### src/design/ipdfe_pkg.sv
// ipdfe_pkg: shared types and constants for the IR pulse-distance frame encoder.
// Holds the item structs, the register set, the command and phase codes.
// No dependencies.
`default_nettype none

package ipdfe_pkg;

   // Configuration port geometry
   localparam int unsigned CsrIndexWidth = 3;
   localparam int unsigned CsrDataWidth  = 32;

   // Register indexes
   localparam logic [CsrIndexWidth-1:0] RegPreambleBits   = 3'd0;
   localparam logic [CsrIndexWidth-1:0] RegPausePeriods   = 3'd1;
   localparam logic [CsrIndexWidth-1:0] RegHeaderMarkLen  = 3'd2;
   localparam logic [CsrIndexWidth-1:0] RegHeaderSpaceLen = 3'd3;
   localparam logic [CsrIndexWidth-1:0] RegMarkLen        = 3'd4;
   localparam logic [CsrIndexWidth-1:0] RegZeroSpaceLen   = 3'd5;
   localparam logic [CsrIndexWidth-1:0] RegOneSpaceLen    = 3'd6;

   // Register reset values
   localparam logic [31:0] PreambleReset    = 32'h00A0_2002;
   localparam logic [15:0] PauseReset       = 16'd187;
   localparam logic [7:0]  HeaderMarkReset  = 8'd128;
   localparam logic [7:0]  HeaderSpaceReset = 8'd51;
   localparam logic [7:0]  MarkReset        = 8'd13;
   localparam logic [7:0]  ZeroSpaceReset   = 8'd13;
   localparam logic [7:0]  OneSpaceReset    = 8'd38;

   // Code word layout
   localparam int unsigned CodeWidth   = 28;
   localparam int unsigned ShortSelBit = 31;
   localparam logic [7:0]  ShortTarget = 8'd24;
   localparam logic [7:0]  LongTarget  = 8'd0;   // 8-bit count wraps: 256 bits

   typedef enum logic [1:0] {
      CMD_TICK   = 2'd0,
      CMD_SEND   = 2'd1,
      CMD_REPEAT = 2'd2,
      CMD_STOP   = 2'd3
   } command_type;

   typedef enum logic [3:0] {
      PH_IDLE       = 4'd0,
      PH_HEAD_MARK  = 4'd1,
      PH_HEAD_SPACE = 4'd2,
      PH_PRE_MARK   = 4'd3,
      PH_PRE_SPACE  = 4'd4,
      PH_CODE_MARK  = 4'd5,
      PH_CODE_SPACE = 4'd6,
      PH_TRAIL      = 4'd7,
      PH_PAUSE      = 4'd8
   } phase_type;

   typedef struct packed {
      logic [1:0]  command;
      logic [31:0] code_word;
   } req_type;

   typedef struct packed {
      logic       carrier_on;
      logic [7:0] period_len;
      logic       busy_res;
      logic       frame_started;
      logic       stopped;
   } rsp_type;

   typedef struct packed {
      logic [31:0] preamble_bits;
      logic [15:0] pause_periods;
      logic [7:0]  header_mark_len;
      logic [7:0]  header_space_len;
      logic [7:0]  mark_len;
      logic [7:0]  zero_space_len;
      logic [7:0]  one_space_len;
   } cfg_type;

endpackage

`default_nettype wire

### src/design/ipdfe_core.sv
// ipdfe_core: frame sequencer state and its combinational next-state logic.
// Gives the result of an item combinationally from the current state.
// Depends on ipdfe_pkg.
`default_nettype none

module ipdfe_core
   import ipdfe_pkg::*;
(
   input  wire logic    clock,
   input  wire logic    reset,
   input  wire logic    accept,
   input  wire req_type req,
   input  wire cfg_type cfg,
   output rsp_type      rsp
);

   phase_type              phase_ff, phase_in;
   logic [31:0]            shift_ff, shift_in;
   logic [CodeWidth-1:0]   code_ff, code_in;
   logic [7:0]             count_ff, count_in;
   logic                   short_ff, short_in;    // 24-bit phases when set
   logic [15:0]            gap_ff, gap_in;
   logic [7:0]             held_ff, held_in;
   logic                   pend_ff, pend_in;

   logic                   started;
   logic                   stop_done;
   logic [7:0]             count_inc;
   logic [15:0]            gap_inc;
   logic [7:0]             target;
   logic [CodeWidth-1:0]   new_code;
   command_type            cmd;

   assign cmd       = command_type'(req.command);
   assign count_inc = count_ff + 8'd1;
   assign gap_inc   = gap_ff + 16'd1;
   assign target    = short_ff ? ShortTarget : LongTarget;
   assign new_code  = req.code_word[CodeWidth-1:0];

   // Next state
   always_comb begin
      phase_in  = phase_ff;
      shift_in  = shift_ff;
      code_in   = code_ff;
      count_in  = count_ff;
      short_in  = short_ff;
      gap_in    = gap_ff;
      held_in   = held_ff;
      pend_in   = pend_ff;
      started   = 1'b0;
      stop_done = 1'b0;
      case (cmd)
         CMD_TICK: begin
            case (phase_ff)
               PH_IDLE: begin
               end
               PH_HEAD_MARK: begin
                  held_in  = cfg.header_mark_len;
                  phase_in = PH_HEAD_SPACE;
               end
               PH_HEAD_SPACE: begin
                  held_in  = cfg.header_space_len;
                  shift_in = cfg.preamble_bits;
                  count_in = 8'd0;
                  phase_in = PH_PRE_MARK;
               end
               PH_PRE_MARK: begin
                  held_in  = cfg.mark_len;
                  phase_in = PH_PRE_SPACE;
               end
               PH_CODE_MARK: begin
                  held_in  = cfg.mark_len;
                  phase_in = PH_CODE_SPACE;
               end
               PH_TRAIL: begin
                  held_in  = cfg.mark_len;
                  phase_in = PH_PAUSE;
               end
               PH_PRE_SPACE: begin
                  held_in  = shift_ff[0] ? cfg.one_space_len : cfg.zero_space_len;
                  shift_in = {1'b0, shift_ff[31:1]};
                  count_in = count_inc;
                  if (count_inc == target) begin
                     count_in = 8'd0;
                     shift_in = {{(32-CodeWidth){1'b0}}, code_ff};
                     phase_in = PH_CODE_MARK;
                  end else begin
                     phase_in = PH_PRE_MARK;
                  end
               end
               PH_CODE_SPACE: begin
                  held_in  = shift_ff[0] ? cfg.one_space_len : cfg.zero_space_len;
                  shift_in = {1'b0, shift_ff[31:1]};
                  count_in = count_inc;
                  phase_in = (count_inc == target) ? PH_TRAIL : PH_CODE_MARK;
               end
               PH_PAUSE: begin
                  held_in = cfg.mark_len;
                  gap_in  = gap_inc;
                  if (gap_inc >= cfg.pause_periods) begin
                     count_in = 8'd0;
                     gap_in   = 16'd0;
                     phase_in = PH_IDLE;
                  end
               end
               default: begin
                  // unreachable codes end the frame like a finished pause
                  held_in  = cfg.mark_len;
                  count_in = 8'd0;
                  gap_in   = 16'd0;
                  phase_in = PH_IDLE;
               end
            endcase
            // deferred stop takes effect as the frame ends
            if (phase_ff != PH_IDLE && phase_in == PH_IDLE && pend_ff) begin
               code_in   = '0;
               pend_in   = 1'b0;
               stop_done = 1'b1;
            end
         end
         CMD_SEND: begin
            short_in = req.code_word[ShortSelBit];
            code_in  = new_code;
            pend_in  = 1'b0;
            if (new_code != '0 && phase_ff == PH_IDLE) begin
               phase_in = PH_HEAD_MARK;
               started  = 1'b1;
            end
         end
         CMD_REPEAT: begin
            if (code_ff != '0 && phase_ff == PH_IDLE) begin
               phase_in = PH_HEAD_MARK;
               started  = 1'b1;
            end
         end
         CMD_STOP: begin
            if (code_ff != '0 && phase_ff != PH_IDLE) begin
               pend_in = 1'b1;
            end else begin
               code_in   = '0;
               pend_in   = 1'b0;
               stop_done = 1'b1;
            end
         end
         default: begin
         end
      endcase
   end

   // Result of this item
   always_comb begin
      rsp.carrier_on    = (cmd == CMD_TICK) &&
                          (phase_ff inside {PH_HEAD_MARK, PH_PRE_MARK,
                                            PH_CODE_MARK, PH_TRAIL});
      rsp.period_len    = held_in;
      rsp.busy_res      = (phase_in != PH_IDLE);
      rsp.frame_started = started;
      rsp.stopped       = stop_done;
   end

   // State registers, updated only on an accepted item
   always_ff @(posedge clock) begin
      if (reset) begin
         phase_ff <= PH_IDLE;
         shift_ff <= '0;
         code_ff  <= '0;
         count_ff <= '0;
         short_ff <= 1'b1;
         gap_ff   <= '0;
         held_ff  <= '0;
         pend_ff  <= 1'b0;
      end else if (accept) begin
         phase_ff <= phase_in;
         shift_ff <= shift_in;
         code_ff  <= code_in;
         count_ff <= count_in;
         short_ff <= short_in;
         gap_ff   <= gap_in;
         held_ff  <= held_in;
         pend_ff  <= pend_in;
      end
   end

endmodule

`default_nettype wire

### src/design/ir_pulse_distance_frame_encoder_unit.sv
// ir_pulse_distance_frame_encoder_unit: top level of the IR frame encoder.
// Holds the register set and a two-entry result buffer around ipdfe_core.
// Depends on ipdfe_pkg and ipdfe_core.
`default_nettype none

// Each item (tick, send, repeat or stop) gives exactly one result, which is
// registered in the output register, or in the skid register when that is
// full. A new item can be taken every cycle while req_stall is low. Results
// pass through a two-entry buffer (output register plus skid register), so
// req_stall rises only once both entries are full; it is a register output
// and does not depend on rsp_stall in the same cycle. Registers are written
// through the csr_ port and should only be changed while no frame runs.
module ir_pulse_distance_frame_encoder_unit
   import ipdfe_pkg::*;
(
   input  wire logic                     clock,
   input  wire logic                     reset,
   input  wire logic                     req_valid,
   output logic                          req_stall,
   input  wire req_type                  req_payload,
   output logic                          rsp_valid,
   input  wire logic                     rsp_stall,
   output rsp_type                       rsp_payload,
   input  wire logic                     csr_write_enable,
   input  wire logic [CsrIndexWidth-1:0] csr_index,
   input  wire logic [CsrDataWidth-1:0]  csr_write_data
);

   cfg_type cfg_ff;
   logic    rsp_valid_ff;
   rsp_type rsp_data_ff;
   logic    skid_valid_ff;
   rsp_type skid_data_ff;
   rsp_type core_rsp;
   logic    accept;
   logic    take;

   assign req_stall   = skid_valid_ff;
   assign accept      = req_valid && !skid_valid_ff;
   assign take        = rsp_valid_ff && !rsp_stall;
   assign rsp_valid   = rsp_valid_ff;
   assign rsp_payload = rsp_data_ff;

   // Register set
   always_ff @(posedge clock) begin
      if (reset) begin
         cfg_ff.preamble_bits    <= PreambleReset;
         cfg_ff.pause_periods    <= PauseReset;
         cfg_ff.header_mark_len  <= HeaderMarkReset;
         cfg_ff.header_space_len <= HeaderSpaceReset;
         cfg_ff.mark_len         <= MarkReset;
         cfg_ff.zero_space_len   <= ZeroSpaceReset;
         cfg_ff.one_space_len    <= OneSpaceReset;
      end else if (csr_write_enable) begin
         case (csr_index)
            RegPreambleBits:   cfg_ff.preamble_bits    <= csr_write_data;
            RegPausePeriods:   cfg_ff.pause_periods    <= csr_write_data[15:0];
            RegHeaderMarkLen:  cfg_ff.header_mark_len  <= csr_write_data[7:0];
            RegHeaderSpaceLen: cfg_ff.header_space_len <= csr_write_data[7:0];
            RegMarkLen:        cfg_ff.mark_len         <= csr_write_data[7:0];
            RegZeroSpaceLen:   cfg_ff.zero_space_len   <= csr_write_data[7:0];
            RegOneSpaceLen:    cfg_ff.one_space_len    <= csr_write_data[7:0];
            default: begin
            end
         endcase
      end
   end

   ipdfe_core u_core (
      .clock  (clock),
      .reset  (reset),
      .accept (accept),
      .req    (req_payload),
      .cfg    (cfg_ff),
      .rsp    (core_rsp)
   );

   // Result buffer: output register with a skid entry behind it
   always_ff @(posedge clock) begin
      if (reset) begin
         rsp_valid_ff  <= 1'b0;
         skid_valid_ff <= 1'b0;
      end else if (skid_valid_ff) begin
         if (take) begin
            rsp_valid_ff  <= 1'b1;
            skid_valid_ff <= 1'b0;
         end
      end else if (accept) begin
         if (!rsp_valid_ff || take) begin
            rsp_valid_ff <= 1'b1;
         end else begin
            skid_valid_ff <= 1'b1;
         end
      end else if (take) begin
         rsp_valid_ff <= 1'b0;
      end
   end

   // Buffer payload
   always_ff @(posedge clock) begin
      if (skid_valid_ff) begin
         if (take) begin
            rsp_data_ff <= skid_data_ff;
         end
      end else if (accept) begin
         if (!rsp_valid_ff || take) begin
            rsp_data_ff <= core_rsp;
         end else begin
            skid_data_ff <= core_rsp;
         end
      end
   end

endmodule

`default_nettype wire

### config.mk
export PLATFORM = sky130hd
export DESIGN_NAME = ir_pulse_distance_frame_encoder_unit
export DESIGN_NICKNAME = d
export VERILOG_FILES = /design/src/design/ipdfe_pkg.sv /design/src/design/ipdfe_core.sv /design/src/design/ir_pulse_distance_frame_encoder_unit.sv
export SDC_FILE = /design/constraint.sdc
export NUM_CORES = 1
export LEC_CHECK = 0
export BUFFER_PORTS_ARGS = -buffer_cell sky130_fd_sc_hd__buf_2
export CAP_MARGIN = 0
export CORE_MARGIN = 2
export CORE_UTILIZATION = 50
export CTS_BUF_LIST = sky130_fd_sc_hd__clkbuf_4 sky130_fd_sc_hd__clkbuf_8
export CTS_CLUSTER_SIZE = 8
export DETAILED_ROUTE_END_ITERATION = 8
export GPL_ROUTABILITY_DRIVEN = 1
export PLACE_DENSITY = 0.79
export SYNTH_ARGS = -nofsm -noshare
export SYNTH_HDL_FRONTEND = slang
export SYNTH_SLANG_ARGS = --single-unit
### constraint.sdc
create_clock -name clock -period 11.2 [get_ports clock]
set_input_delay 0.56 -clock clock [delete_from_list [all_inputs] [get_ports clock]]
set_output_delay 0.56 -clock clock [all_outputs]
set_load 0.05 [all_outputs]
[Word-level counts from Yosys, hierarchy flattened]
Cells that the tools add are included.
Storage, ports and cells
  word-level logic and storage cells: 146
  bits in registers: 212
Operators by class
  equal/unequal tests: 23
  reduce and logical (&&, ||, !) cells: 45
  multiplexer cells: 44
  $lt $le $gt $ge: 1
  bitwise logic cells: 4
  $add $sub $neg: 2
Operators by type and width (number)
  32-bit one-hot mux with 3 select lines: 1
  28-bit one-hot mux with 3 select lines: 1
  8-bit one-hot mux with 4 select lines: 2
  28-bit 2-to-1 mux: 2
  28-bit nonzero test: 2
  12-bit 2-to-1 mux: 4
  4-bit one-hot mux with 9 select lines: 1
  8-bit 2-to-1 mux: 4
  16-bit one-hot mux with 2 select lines: 1
  31-bit 2-to-1 mux: 1
  3-bit AND reduction: 6
  16-bit by 1-bit adder with 16-bit output (second input constant): 1
  4-bit by 3-bit == test with 1-bit output (second input constant): 4
  16-bit >= comparator: 1
  16-bit 2-to-1 mux: 1
  4-bit 2-to-1 mux: 4
  2-bit AND reduction: 8
  1-bit 2-to-1 mux: 15
  4-bit one-hot mux with 3 select lines: 1
  4-bit nonzero test: 3
  3-bit == test (second input constant): 3
  8-bit by 1-bit adder with 8-bit output (second input constant): 1
  4-bit by 2-bit == test with 1-bit output (second input constant): 2
  8-bit == test: 1
  27 further kinds: 49

[Logic depth before layout (Yosys ltp)]
Gate-level depths: netlist of the first run.
  depth after elaboration: 13
  mapped depth: 17
  mapped depth without buffers: 14

[Hierarchy]
A second synthesis of the first run with hierarchy kept.
Second synthesis, totals
  cells, all modules: 1110
  area total of the unflattened synthesis: 10343.7 µm²
Modules (own cells, without submodules)
  ipdfe_core: area an instance 5811.8 µm², seq. area each 1961.9 µm², cells an instance 722, times used 1
  ir_pulse_distance_frame_encoder_unit: area an instance 4531.8 µm², seq. area each 2522.4 µm², cells an instance 388, times used 1

[Least setup slack after synthesis of the first run]
OpenSTA, ideal clock, no wires.
  path kind: reg-to-reg
  start point: register u_core.gap_ff[0]
  end point: register u_core.count_ff[5]
  library setup time: 0.070 ns
  arrival time: 3.493 ns
  path buffers: 2
  required time: 11.130 ns
  path slack: 7.637 ns
  clock period less this slack: 3.563 ns
  stages on the path, launching flop included: 16
  path through: dfxtp_1 -> ha_1 -> nand3_1 -> nor3_1 -> and3_1 -> clkbuf_1 -> nand3_1 -> xnor2_1 -> ha_1 -> nand4_1 -> nor3_1 -> o221ai_1 -> a21o_1 -> clkbuf_1 -> or4_1 -> a21oi_1
On the way
  longest elaborated chain between the ends: 4
Ends and longest elaborated chain
  start, declared: line ipdfe_core.sv:22  | logic [15:0] gap_ff, gap_in;
  start signal, assigned: line ipdfe_core.sv:178  | gap_ff <= gap_in;
  16-bit by 1-bit adder with 16-bit output: line ipdfe_core.sv:36  | assign gap_inc = gap_ff + 16'd1;
  16-bit >= comparator: line ipdfe_core.sv:100  | if (gap_inc >= cfg.pause_periods) begin
  2-bit by 1-bit inequality test with 1-bit output (no source line)
  4-bit AND reduction (no source line)
  end signal, assigned: line ipdfe_core.sv:176  | count_ff <= count_in;
  end, declared: line ipdfe_core.sv:20  | logic [7:0] count_ff, count_in;
No other way between the ends.
A chain may end at the register's enable or synchronous reset.

[Worst setup path in the final report of the first run]
  start point: register u_core.gap_ff[0]
  end point: register u_core.count_ff[2]
The elaborated chain is that of the path after synthesis.

==> flow_metrics.tcl, run 1 <==
set metrics [dict create \
    status "complete, no violations" \
    dieArea_sq_um 21300 \
    met2_length_microns 11600 \
    num_rows 51 \
    timing.hold.ws_ns 0.249 \
    antenna_cells 0 \
    layout_common_cells "219 x nand2_1, 188 x dfxtp_1, 111 x a21oi_1" \
    ys_async_sr_fraction 0 \
    cp-end-kind "flip-flop" \
    grt_first_pass_wirelength_microns 40800 \
    yosysSeqAreaShare 0.445 \
    cellPowerDensity_nw_per_um2 146 \
    max-cap-violations 0 \
    worst_slew_pin_slew_ns 1.08 \
    fillers 1768 \
    slew-limit-headroom 0.280 \
    setup-tns-final_ns 0 \
    syn_area_sq_um 10100 \
    cts.root.buffer_cell "clkbuf_8" \
    clkTransAtPathRegs_ns 0.06 \
    grt_max_degree 116 \
    post_drt_wl_per_cell_microns 16.3 \
    path_cells "ha_1, nand3_1, nor3_1, and3_1, nand3_1, xnor2_1, ha_1, nand4_1, nor3_1, o221ai_1, a21o_1, or4_1, a21oi_1" \
    wirelength_microns 24900 \
    cts_resized 0 \
    synth_nets 1265 \
    synth_area_per_cell_sq_um 8.64 \
    layout.nets 1327 \
    start_kind "flip-flop" \
    grt_pass1_vias 8216 \
    remaining_drc_errors 0 \
    routabilityCongestion 0.832 \
    vias 8704 \
    final_common_cell "nand2_1" \
    cp_slowest_cell "o221ai_1" \
    hold_viol 0 \
    ys_types 56 \
    required_ns 11.64 \
    critPathKind "flip-flop to flip-flop" \
    fmax_ghz 0.224 \
    cts_made_buffers 37 \
    fin_util 0.580 \
    postSynthCellCount 1168 \
    dieHeight_microns 146 \
    wl_met3_microns 1530 \
    final_max_slew_viol_count 0 \
    vias_per_cell 5.72 \
    ant_nets 0 \
    leakage_nw 4.16 \
    dp_hpwl_microns 16300 \
    clk_latency_ns 0.54 \
    hold_class "primary input to flip-flop" \
    cts.sinks 212 \
    finalSetupViolCount 0 \
    synth_ff_type "dfxtp_1" \
    synth_edf_count 24 \
    drive_gt1_frac 0.150 \
    ys_ff_latch 212 \
    ir_drop_uv 73.7 \
    clockBufferDepth 3 \
    finalCritPeriodShare 0.399 \
    antenna_found_initial 0 \
    fin_area_sq_um 11400 \
    post-route-min-period_ns 4.47 \
    top_layer "met4" \
    drt-pass1-iter-count 5 \
    ioPinCount 88 \
    rsz0062_at_grt "false" \
    start_util 0.513 \
    cts_htree_levels 2 \
    path_max_fanout 12 \
    area_growth_pct 13.0 \
    coreArea_sq_um 19700 \
    track_usage 0.229 \
    met1_length_microns 11200 \
    overflow 0 \
    post_cts_buffers 0 \
    drtIter0Drc 621 \
    critical_path.max_stage_delay_ns 0.53 \
    ys_warn_count 0 \
    place_area_sq_um 10600 \
    portBuffers 84 \
    fp.dieW_microns 146 \
    arrival_ns 4.91 \
    tritoncts "yes" \
    skew_ns 0.0264 \
    cts_hold_buf 0 \
]
[critical path, delay by kind of cell, from the launching register on]
kind	cells	cell delay [ns]
adder cells (fa/ha/maj)	2	0.57
AO/OA/AOI/OAI	3	1.16
AND/OR/NAND/NOR	7	2.05
flip-flops	1	0.40
XOR/XNOR	1	0.19
[worst paths after layout]
check,start,end,slack (ns),cells after the start
worst max-delay path,u_core.gap_ff[0]$_SDFFE_PP0P_,u_core.count_ff[2]$_SDFFE_PP0P_,6.73,13
worst min-delay path,csr_write_data[23],cfg_ff[79]$_SDFFE_PP1P_,0.25,3
worst max register to register,u_core.gap_ff[0]$_SDFFE_PP0P_,u_core.count_ff[2]$_SDFFE_PP0P_,6.73,13
worst min register to register,cfg_ff[74]$_SDFFE_PP0P_,cfg_ff[74]$_SDFFE_PP0P_,0.45,2
[state kept, by name (all words and copies together) (netlist names)]
register	cells
cfg_ff	88
req_stall	1
rsp_payload	12
rsp_valid	1
skid_data_ff	12
u_core.code_ff	28
u_core.count_ff	8
u_core.gap_ff	16
u_core.held_ff	8
u_core.pend_ff	1
u_core.phase_ff	4
u_core.shift_ff	32
u_core.short_ff	1
[final cells by class]
cell class | count | area (sq um) | area share
Clock buffer | 57 | 684 | 0.0600
Clock inverter | 8 | 75.1 | 0.00658
Inverter | 25 | 93.8 | 0.00823
Multi-Input combinational cell | 857 | 5210 | 0.457
Sequential cell | 212 | 4480 | 0.393
Tap cell | 265 | 332 | 0.0291
Timing Repair Buffer | 97 | 520 | 0.0457
[cell usage after synthesis (6+ instances only)]
library cell,count,area (sq um)
dfxtp_1,188,3760
a21oi_1,112,561
nand2b_1,34,213
a211oi_1,12,90.1
xnor2_1,10,87.6
clkbuf_1,63,236
or2_2,6,37.5
ha_1,23,288
a22o_1,28,245
nor3_1,22,110
nand2_1,220,826
a22oi_1,10,75.1
o21ai_1,25,125
mux2i_1,70,701
o221ai_1,9,78.8
nor2_1,63,236
inv_1,25,93.8
edfxtp_1,24,721
o21ai_0,34,170
and3_1,12,75.1
nand3b_1,51,383
mux2_2,12,135
nand3_1,18,90.1
nand4_1,9,56.3
nor4_1,16,100
a211o_1,8,70.1
nor2b_1,11,68.8
[kinds of logic after synthesis]
| kind of cell | share of synthesized area |
|---|---|
| xor gates and xnor gates | 0.0122 |
| muxes | 0.0829 |
| adders and majority gates | 0.0285 |
| buffers and inverters | 0.0406 |
| and+or+nand+nor | 0.231 |
| AOI/OAI and AO/OA | 0.160 |
| DFF | 0.445 |
[power by group]
group / switching, W / internal [W] / total (W)
registers: 0.0000118 / 0.000789 / 0.000801
logic: 0.0000897 / 0.0000481 / 0.000138
clock network: 0.000315 / 0.000414 / 0.000729
total: 0.000416 / 0.00125 / 0.00167
[routing by layer]
metal	up-vias	GRT usage
met5	-	0
met4	0	0.0723
met3	39	0.0431
met2	268	0.380
met1	4143	0.302
li1	4254	-
[through the flow]
step                setup WS, ns  cells  total power, W
floorplan                   7.64   1168        0.000907
global placement            7.00   1456        0.000950
detailed placement          6.81   1456        0.000952
CTS                         6.79   1521         0.00168
global route                6.30   1521         0.00173
finish                      6.73   1521         0.00167
No activity file was read; power rests on OpenSTA's default activity.
==> inputs of run 2 (changes only) <==
==> constraint.sdc (replaced) <==
create_clock -name clock -period 4.7 [get_ports clock]
set_input_delay 0.235 -clock clock [delete_from_list [all_inputs] [get_ports clock]]
set_output_delay 0.235 -clock clock [all_outputs]
set_load 0.05 [all_outputs]
==> run 2 against run 1 <==
First-iteration DRC count is 0.16% higher. Utilization is 2.2 points higher. Clock skew increased by 0.017 ns. Power is 140% higher. Register-to-register slack worse by 6.2 ns. Die area unchanged. Highest routed layer unchanged. Setup slack worse by 6.2 ns. Wire length rose by 1.2%. Clock-buffer cell count rose by 3. Final area is 3.8% higher. Maximum frequency rose by 6.1%. Cell count grew 2.8%.
==> flow_metrics.tcl, run 2 (synthesized netlist as in run 1, its figures left out) <==
set metrics [dict create \
    path_max_fanout 29 \
    hold_class "primary input to flip-flop" \
    final_common_cell "nand2_1" \
    overflow 0 \
    drt-pass1-iter-count 7 \
    layout.nets 1369 \
    hold_viol 0 \
    tritoncts "yes" \
    setup-tns-final_ns 0 \
    cts.root.buffer_cell "clkbuf_8" \
    final_max_slew_viol_count 0 \
    slew-limit-headroom 0.288 \
    grt_pass1_vias 8402 \
    required_ns 5.15 \
    crit_start "u_core.gap_ff[0]$_SDFFE_PP0P_" \
    post-route-min-period_ns 4.21 \
    track_usage 0.233 \
    reg2regPathDepth 14 \
    cp-end-kind "flip-flop" \
    whs_path_depth 3 \
    drtIter0Drc 622 \
    max-cap-violations 0 \
    grt_first_pass_wirelength_microns 41600 \
    portBuffers 84 \
    hold_path_end "req_stall$_SDFF_PP0_" \
    dp_hpwl_microns 16500 \
    ioPinCount 88 \
    drive_gt1_frac 0.148 \
    remaining_drc_errors 0 \
    finalSetupViolCount 0 \
    rsz0062_at_grt "false" \
    critPathKind "flip-flop to flip-flop" \
    ir_drop_uv 156 \
    setup_slack_ns 0.491 \
    grt_max_degree 110 \
    reg_top3 "cfg_ff: 88 flops, u_core.shift_ff: 32 flops, u_core.code_ff: 28 flops" \
    vias_per_cell 5.68 \
    clk_latency_ns 0.55 \
    post_drt_wl_per_cell_microns 16.1 \
    rr_endpoint "u_core.code_ff[17]$_SDFFE_PP0P_" \
    fp.dieW_microns 146 \
    rrSetupSlack_ns 0.49 \
    vias 8879 \
    status "complete, no violations" \
    area_growth_pct 17.3 \
    cts_made_buffers 37 \
    rr_startpoint "u_core.gap_ff[0]$_SDFFE_PP0P_" \
    multi_input_area_sq_um 5210 \
    cellPowerDensity_nw_per_um2 340 \
    layout_common_cells "219 x nand2_1, 188 x dfxtp_1, 111 x a21oi_1" \
    largest_reg_flops 88 \
    leakage_nw 4.36 \
    ant_nets 0 \
    num_rows 51 \
    clockBufferDepth 3 \
    fmax_ghz 0.238 \
    worst_slew_pin_slew_ns 1.07 \
    antenna_cells 0 \
    routabilityCongestion 0.857 \
    start_kind "flip-flop" \
    fillers 1706 \
    dieArea_sq_um 21300 \
    coreArea_sq_um 19700 \
    finalCritPeriodShare 0.896 \
    hold_start "rsp_stall" \
    regMostFlops "cfg_ff" \
    arrival_ns 4.66 \
    cts.sinks 212 \
    antenna_found_initial 0 \
    regArea_sq_um 4480 \
    pre_cts_ws_ns 0.573 \
    clkTransAtPathRegs_ns 0.06 \
    wirelength_microns 25100 \
    skew_ns 0.0434 \
    dieHeight_microns 146 \
    cts_htree_levels 2 \
    start_util 0.513 \
]
## run 2: changes by cell type in the layout (fill, tap and decap cells not counted)
cell / previous run / this run
clkinv_2: 3 / 2
clkinv_1: 1 / 0
clkbuf_8: 41 / 43
buf_4: 14 / 17
clkinvlp_4: 2 / 0
dlygate4sd3_1: 0 / 39
clkbuf_4: 16 / 17
inv_6: 0 / 1
## run 2: area by class of cell
class / instances / area share
clock inverter: 5 / 0.00508
sequential: 212 / 0.379
timing repair buffer: 139 / 0.0789
inverter: 25 / 0.00793
clock buffer: 60 / 0.0608
multi-input combinational: 857 / 0.440
tap: 265 / 0.0280
## run 2: per-layer routing
layer  global-route usage  vias up  routed length, microns
li1                     -     4344                       -
met1                0.314     4172                   11300
met2                0.375      309                   11700
met3               0.0403       54                    1490
met4               0.0883        0                     644
met5                    0        -                       0
## run 2: stage by stage
stage           util  total power, W  hold slack, ns  std cells  instance area [sq um]
2_1_floorplan      -         0.00216           0.353       1168                  10100
3_3_place_gp   0.543         0.00226           0.436       1459                  10700
3_5_place_dp   0.543         0.00227           0.442       1459                  10700
4_1_cts        0.602         0.00405         0.00131       1563                  11800
5_1_grt        0.602         0.00417          0.0104       1563                  11800
6_report       0.602         0.00403          0.0173       1563                  11800
## run 2: what timing repair did
action / CTS / global route
hold endpoints to repair: 46 / 0
hold buffers: 39 / 0
buffers inserted: 0 / 0
resized for setup: 0 / 0
## run 2: how the worst max path moves through the flow
stage                                            endpoint  slack (ns)  depth (start not counted)
after floorplan           u_core.count_ff[5]$_SDFFE_PP0P_        1.14                         15
after global placement    u_core.code_ff[21]$_SDFFE_PP0P_        0.71                         14
after detailed placement  u_core.code_ff[10]$_SDFFE_PP0P_        0.57                         14
after CTS                 u_core.code_ff[17]$_SDFFE_PP0P_        0.56                         14
after global routing      u_core.code_ff[11]$_SDFFE_PP0P_        0.09                         14
final                     u_core.code_ff[17]$_SDFFE_PP0P_        0.49                         14
## run 2: where the power goes
| part | switching (W) | internal (W) | leakage (nW) |
|---|---|---|---|
| clock network | 0.000737 | 0.00103 | 0.420 |
| logic | 0.000217 | 0.000136 | 2.19 |
| registers | 0.0000288 | 0.00188 | 1.75 |
| total | 0.000983 | 0.00304 | 4.36 |
## run 2: worst max-delay path: stages (launching register included)
cell and delay (ns):
dfxtp_1 0.40, ha_1 0.26, nand3_1 0.19, nor3_1 0.49, and3_1 0.33, nand3_1 0.12, xnor2_1 0.16, ha_1 0.29
nand4_1 0.11, nor3_1 0.28, o221a_2 0.38, o211ai_1 0.20, a21oi_4 0.20, buf_4 0.44, mux2i_1 0.25
==> inputs of run 3 (changes only) <==
--- a/config.mk
+++ b/config.mk
@@ -10,10 +10,10 @@
 export CORE_MARGIN = 2
 export CORE_UTILIZATION = 50
 export CTS_BUF_LIST = sky130_fd_sc_hd__clkbuf_4 sky130_fd_sc_hd__clkbuf_8
-export CTS_CLUSTER_SIZE = 8
 export DETAILED_ROUTE_END_ITERATION = 8
 export GPL_ROUTABILITY_DRIVEN = 1
 export PLACE_DENSITY = 0.79
 export SYNTH_ARGS = -nofsm -noshare
 export SYNTH_HDL_FRONTEND = slang
+export SYNTH_HIERARCHICAL = 1
 export SYNTH_SLANG_ARGS = --single-unit
==> run 3 against run 2 <==
Cell count down 3.2%. Critical path depth decreased by 1. Worst hold slack better by 0.0044 ns. Clock-buffer cell count is 8 lower. Sequential power about the same. Largest cell class unchanged. Highest routed layer unchanged.
==> flow_metrics.tcl, run 3 <==
set metrics [dict create \
    status "complete, no violations" \
    grt_first_pass_wirelength_microns 42100 \
    ys_types 58 \
    clkTransAtPathRegs_ns 0.06 \
    ant_nets 0 \
    cellPowerDensity_nw_per_um2 332 \
    drt-pass1-iter-count 6 \
    skew_ns 0.0210 \
    layout_common_cells "188 x dfxtp_1, 137 x mux2i_1, 95 x nand2b_1, 95 x nor2_1, 83 x buf_2" \
    remaining_drc_errors 0 \
    yosysMostFrequentCell "dfxtp_1" \
    finalCritPeriodShare 0.884 \
    regMostFlops "cfg_ff" \
    reg_top3 "cfg_ff: 88 flops, u_core/shift_ff: 32 flops, u_core/code_ff: 28 flops" \
    cts.sinks 212 \
    area_growth_pct 17.1 \
    power.share.switching 0.254 \
    max-cap-violations 0 \
    antenna_cells 0 \
    vias_per_cell 5.76 \
    tritoncts "yes" \
    cts.root.buffer_cell "clkbuf_8" \
    grt_pass1_vias 8421 \
    synth_area_per_cell_sq_um 9.32 \
    worst_slew_pin_slew_ns 1.06 \
    leakage_nw 4.79 \
    routabilityCongestion 0.856 \
    clk_latency_ns 0.53 \
    cts_made_buffers 37 \
    drtIter0Drc 750 \
    start_util 0.510 \
    synth_ff_type "dfxtp_1" \
    layout.nets 1316 \
    overflow 0 \
    post-route-min-period_ns 4.15 \
    cts_htree_levels 2 \
    hold_viol 0 \
    vias 8712 \
    ir_drop_uv 207 \
    combPwrFrac 0.101 \
    yosysSeqAreaShare 0.434 \
    fin_area_sq_um 12100 \
    cts_resized 0 \
    portBuffers 84 \
    pwr-share-seq 0.474 \
    hold_class "primary input to flip-flop" \
    dieArea_sq_um 21900 \
    arrival_ns 4.61 \
    ys_ff_latch 212 \
    dp_hpwl_microns 16900 \
    final_common_cell "dfxtp_1" \
    start_kind "flip-flop" \
    synth.top_cell.area_share 0.364 \
    synth_common_cells "188 x dfxtp_1, 137 x mux2i_1, 95 x nand2b_1, 95 x nor2_1, 71 x a21oi_1" \
    pre_cts_ws_ns 0.631 \
    rsz0062_at_grt "false" \
    switchingPower_w 0.00102 \
    clockPowerShare 0.426 \
    ys_warn_count 6 \
    synth_nets 1207 \
    fmax_ghz 0.241 \
    place_area_sq_um 10900 \
    final_max_slew_viol_count 0 \
    num_rows 52 \
    internal_power_w 0.00300 \
    dp.cells 1399 \
    postSynthCellCount 1110 \
    final_cell_count_no_fill 1513 \
    largest_reg_flops 88 \
    synth_top_cell_by_area "dfxtp_1" \
    setup-tns-final_ns 0 \
    post_cts_buffers 0 \
    setup_slack_ns 0.546 \
    wirelength_microns 25800 \
    path_max_fanout 29 \
    ys_top_cells_by_area "dfxtp_1 36%, mux2i_1 13%, edfxtp_1 7.0%" \
    dieHeight_microns 148 \
    ioPinCount 88 \
    coreArea_sq_um 20300 \
    fp.dieW_microns 148 \
    clockBufferDepth 3 \
    cp-end-kind "flip-flop" \
    ys_async_sr_fraction 0 \
    antenna_found_initial 0 \
    post_drt_wl_per_cell_microns 17.1 \
    critPathKind "flip-flop to flip-flop" \
    finalSetupViolCount 0 \
    syn_area_sq_um 10300 \
    slew-limit-headroom 0.294 \
    cts_hold_buf 51 \
    grt_max_degree 101 \
    synth_edf_count 24 \
    timing.hold.ws_ns 0.0217 \
    track_usage 0.235 \
    drive_gt1_frac 0.148 \
    required_ns 5.16 \
]
-- run 3: cell count changes after synthesis, sizes merged, moves of 13 or more --
cell | before | now
nand2 | 220 | 52
mux2i | 70 | 137
nand2b | 34 | 95
nand3b | 51 | 5
a21oi | 112 | 71
nor2 | 63 | 97
nand4 | 9 | 38
o21ai | 59 | 82
buf | 11 | 32
clkbuf | 63 | 50
-- run 3: logic make-up (layout without fill, tap and decap cells) --
kind of cell    Yosys count  count (layout)  synth area share
simple gates            369             369             0.191
xor+xnor                 15              15            0.0127
compound gates          233             233             0.140
fa+ha+maj                23              23            0.0278
buf+inv                 108             241            0.0475
mux                     150             150             0.147
flops                   212             212             0.434
-- run 3: path summary, 6_finish.rpt --
check | from | endpoint | slack, ns | depth (start not counted)
min | req_valid | req_stall$_SDFF_PP0_ | 0.02 | 3
max reg2reg | u_core/gap_ff[0]$_SDFFE_PP0P_ | u_core/code_ff[13]$_SDFFE_PP0P_ | 0.55 | 13
max | u_core/gap_ff[0]$_SDFFE_PP0P_ | u_core/code_ff[13]$_SDFFE_PP0P_ | 0.55 | 13
min reg2reg | u_core/shift_ff[31]$_SDFFE_PP0P_ | u_core/shift_ff[31]$_SDFFE_PP0P_ | 0.46 | 2
-- run 3: per-stage QoR --
stage | util | power [W]
floorplan | - | 0.00220
global route | 0.597 | 0.00418
CTS | 0.597 | 0.00405
detailed placement | 0.535 | 0.00231
global placement | 0.535 | 0.00230
finish | 0.597 | 0.00403
-- run 3: final cells by class --
cell class	count	area, sq um
clock buffer	52	666
inverter	26	97.6
clock inverter	11	77.6
multi-input combinational	790	5390
timing repair buffer	152	1060
tap	270	338
fill	1717	8190
sequential	212	4480
-- run 3: critical path, stage by stage, from the launching register on --
cell and delay (ns):
dfxtp_1 0.46, ha_1 0.34, nand4_1 0.23, nor2_1 0.33, and3_1 0.27, xor2_1 0.11, ha_1 0.28, nand4_1 0.16
a211oi_1 0.23, o2111ai_1 0.30, nand2_2 0.14, a31o_1 0.85, nand4_1 0.20, a21oi_1 0.19
-- run 3: metal layers --
| layer | GRT usage | up-vias | share of wire |
|---|---|---|---|
| met5 | 0 | - | 0 |
| met4 | 0.0890 | 0 | 0.031 |
| met3 | 0.0398 | 68 | 0.063 |
| met2 | 0.378 | 313 | 0.46 |
| met1 | 0.320 | 4136 | 0.44 |
| li1 | - | 4195 | - |
-- run 3: power groups by stage --
stage	Sequential [W]	Combinational (W)	Clock, W
after global routing	0.00191	0.000437	0.00183
final	0.00191	0.000405	0.00171
after CTS	0.00191	0.000402	0.00174
after detailed placement	0.00194	0.000368	0
after floorplan	0.00198	0.000220	0
after global placement	0.00194	0.000362	0
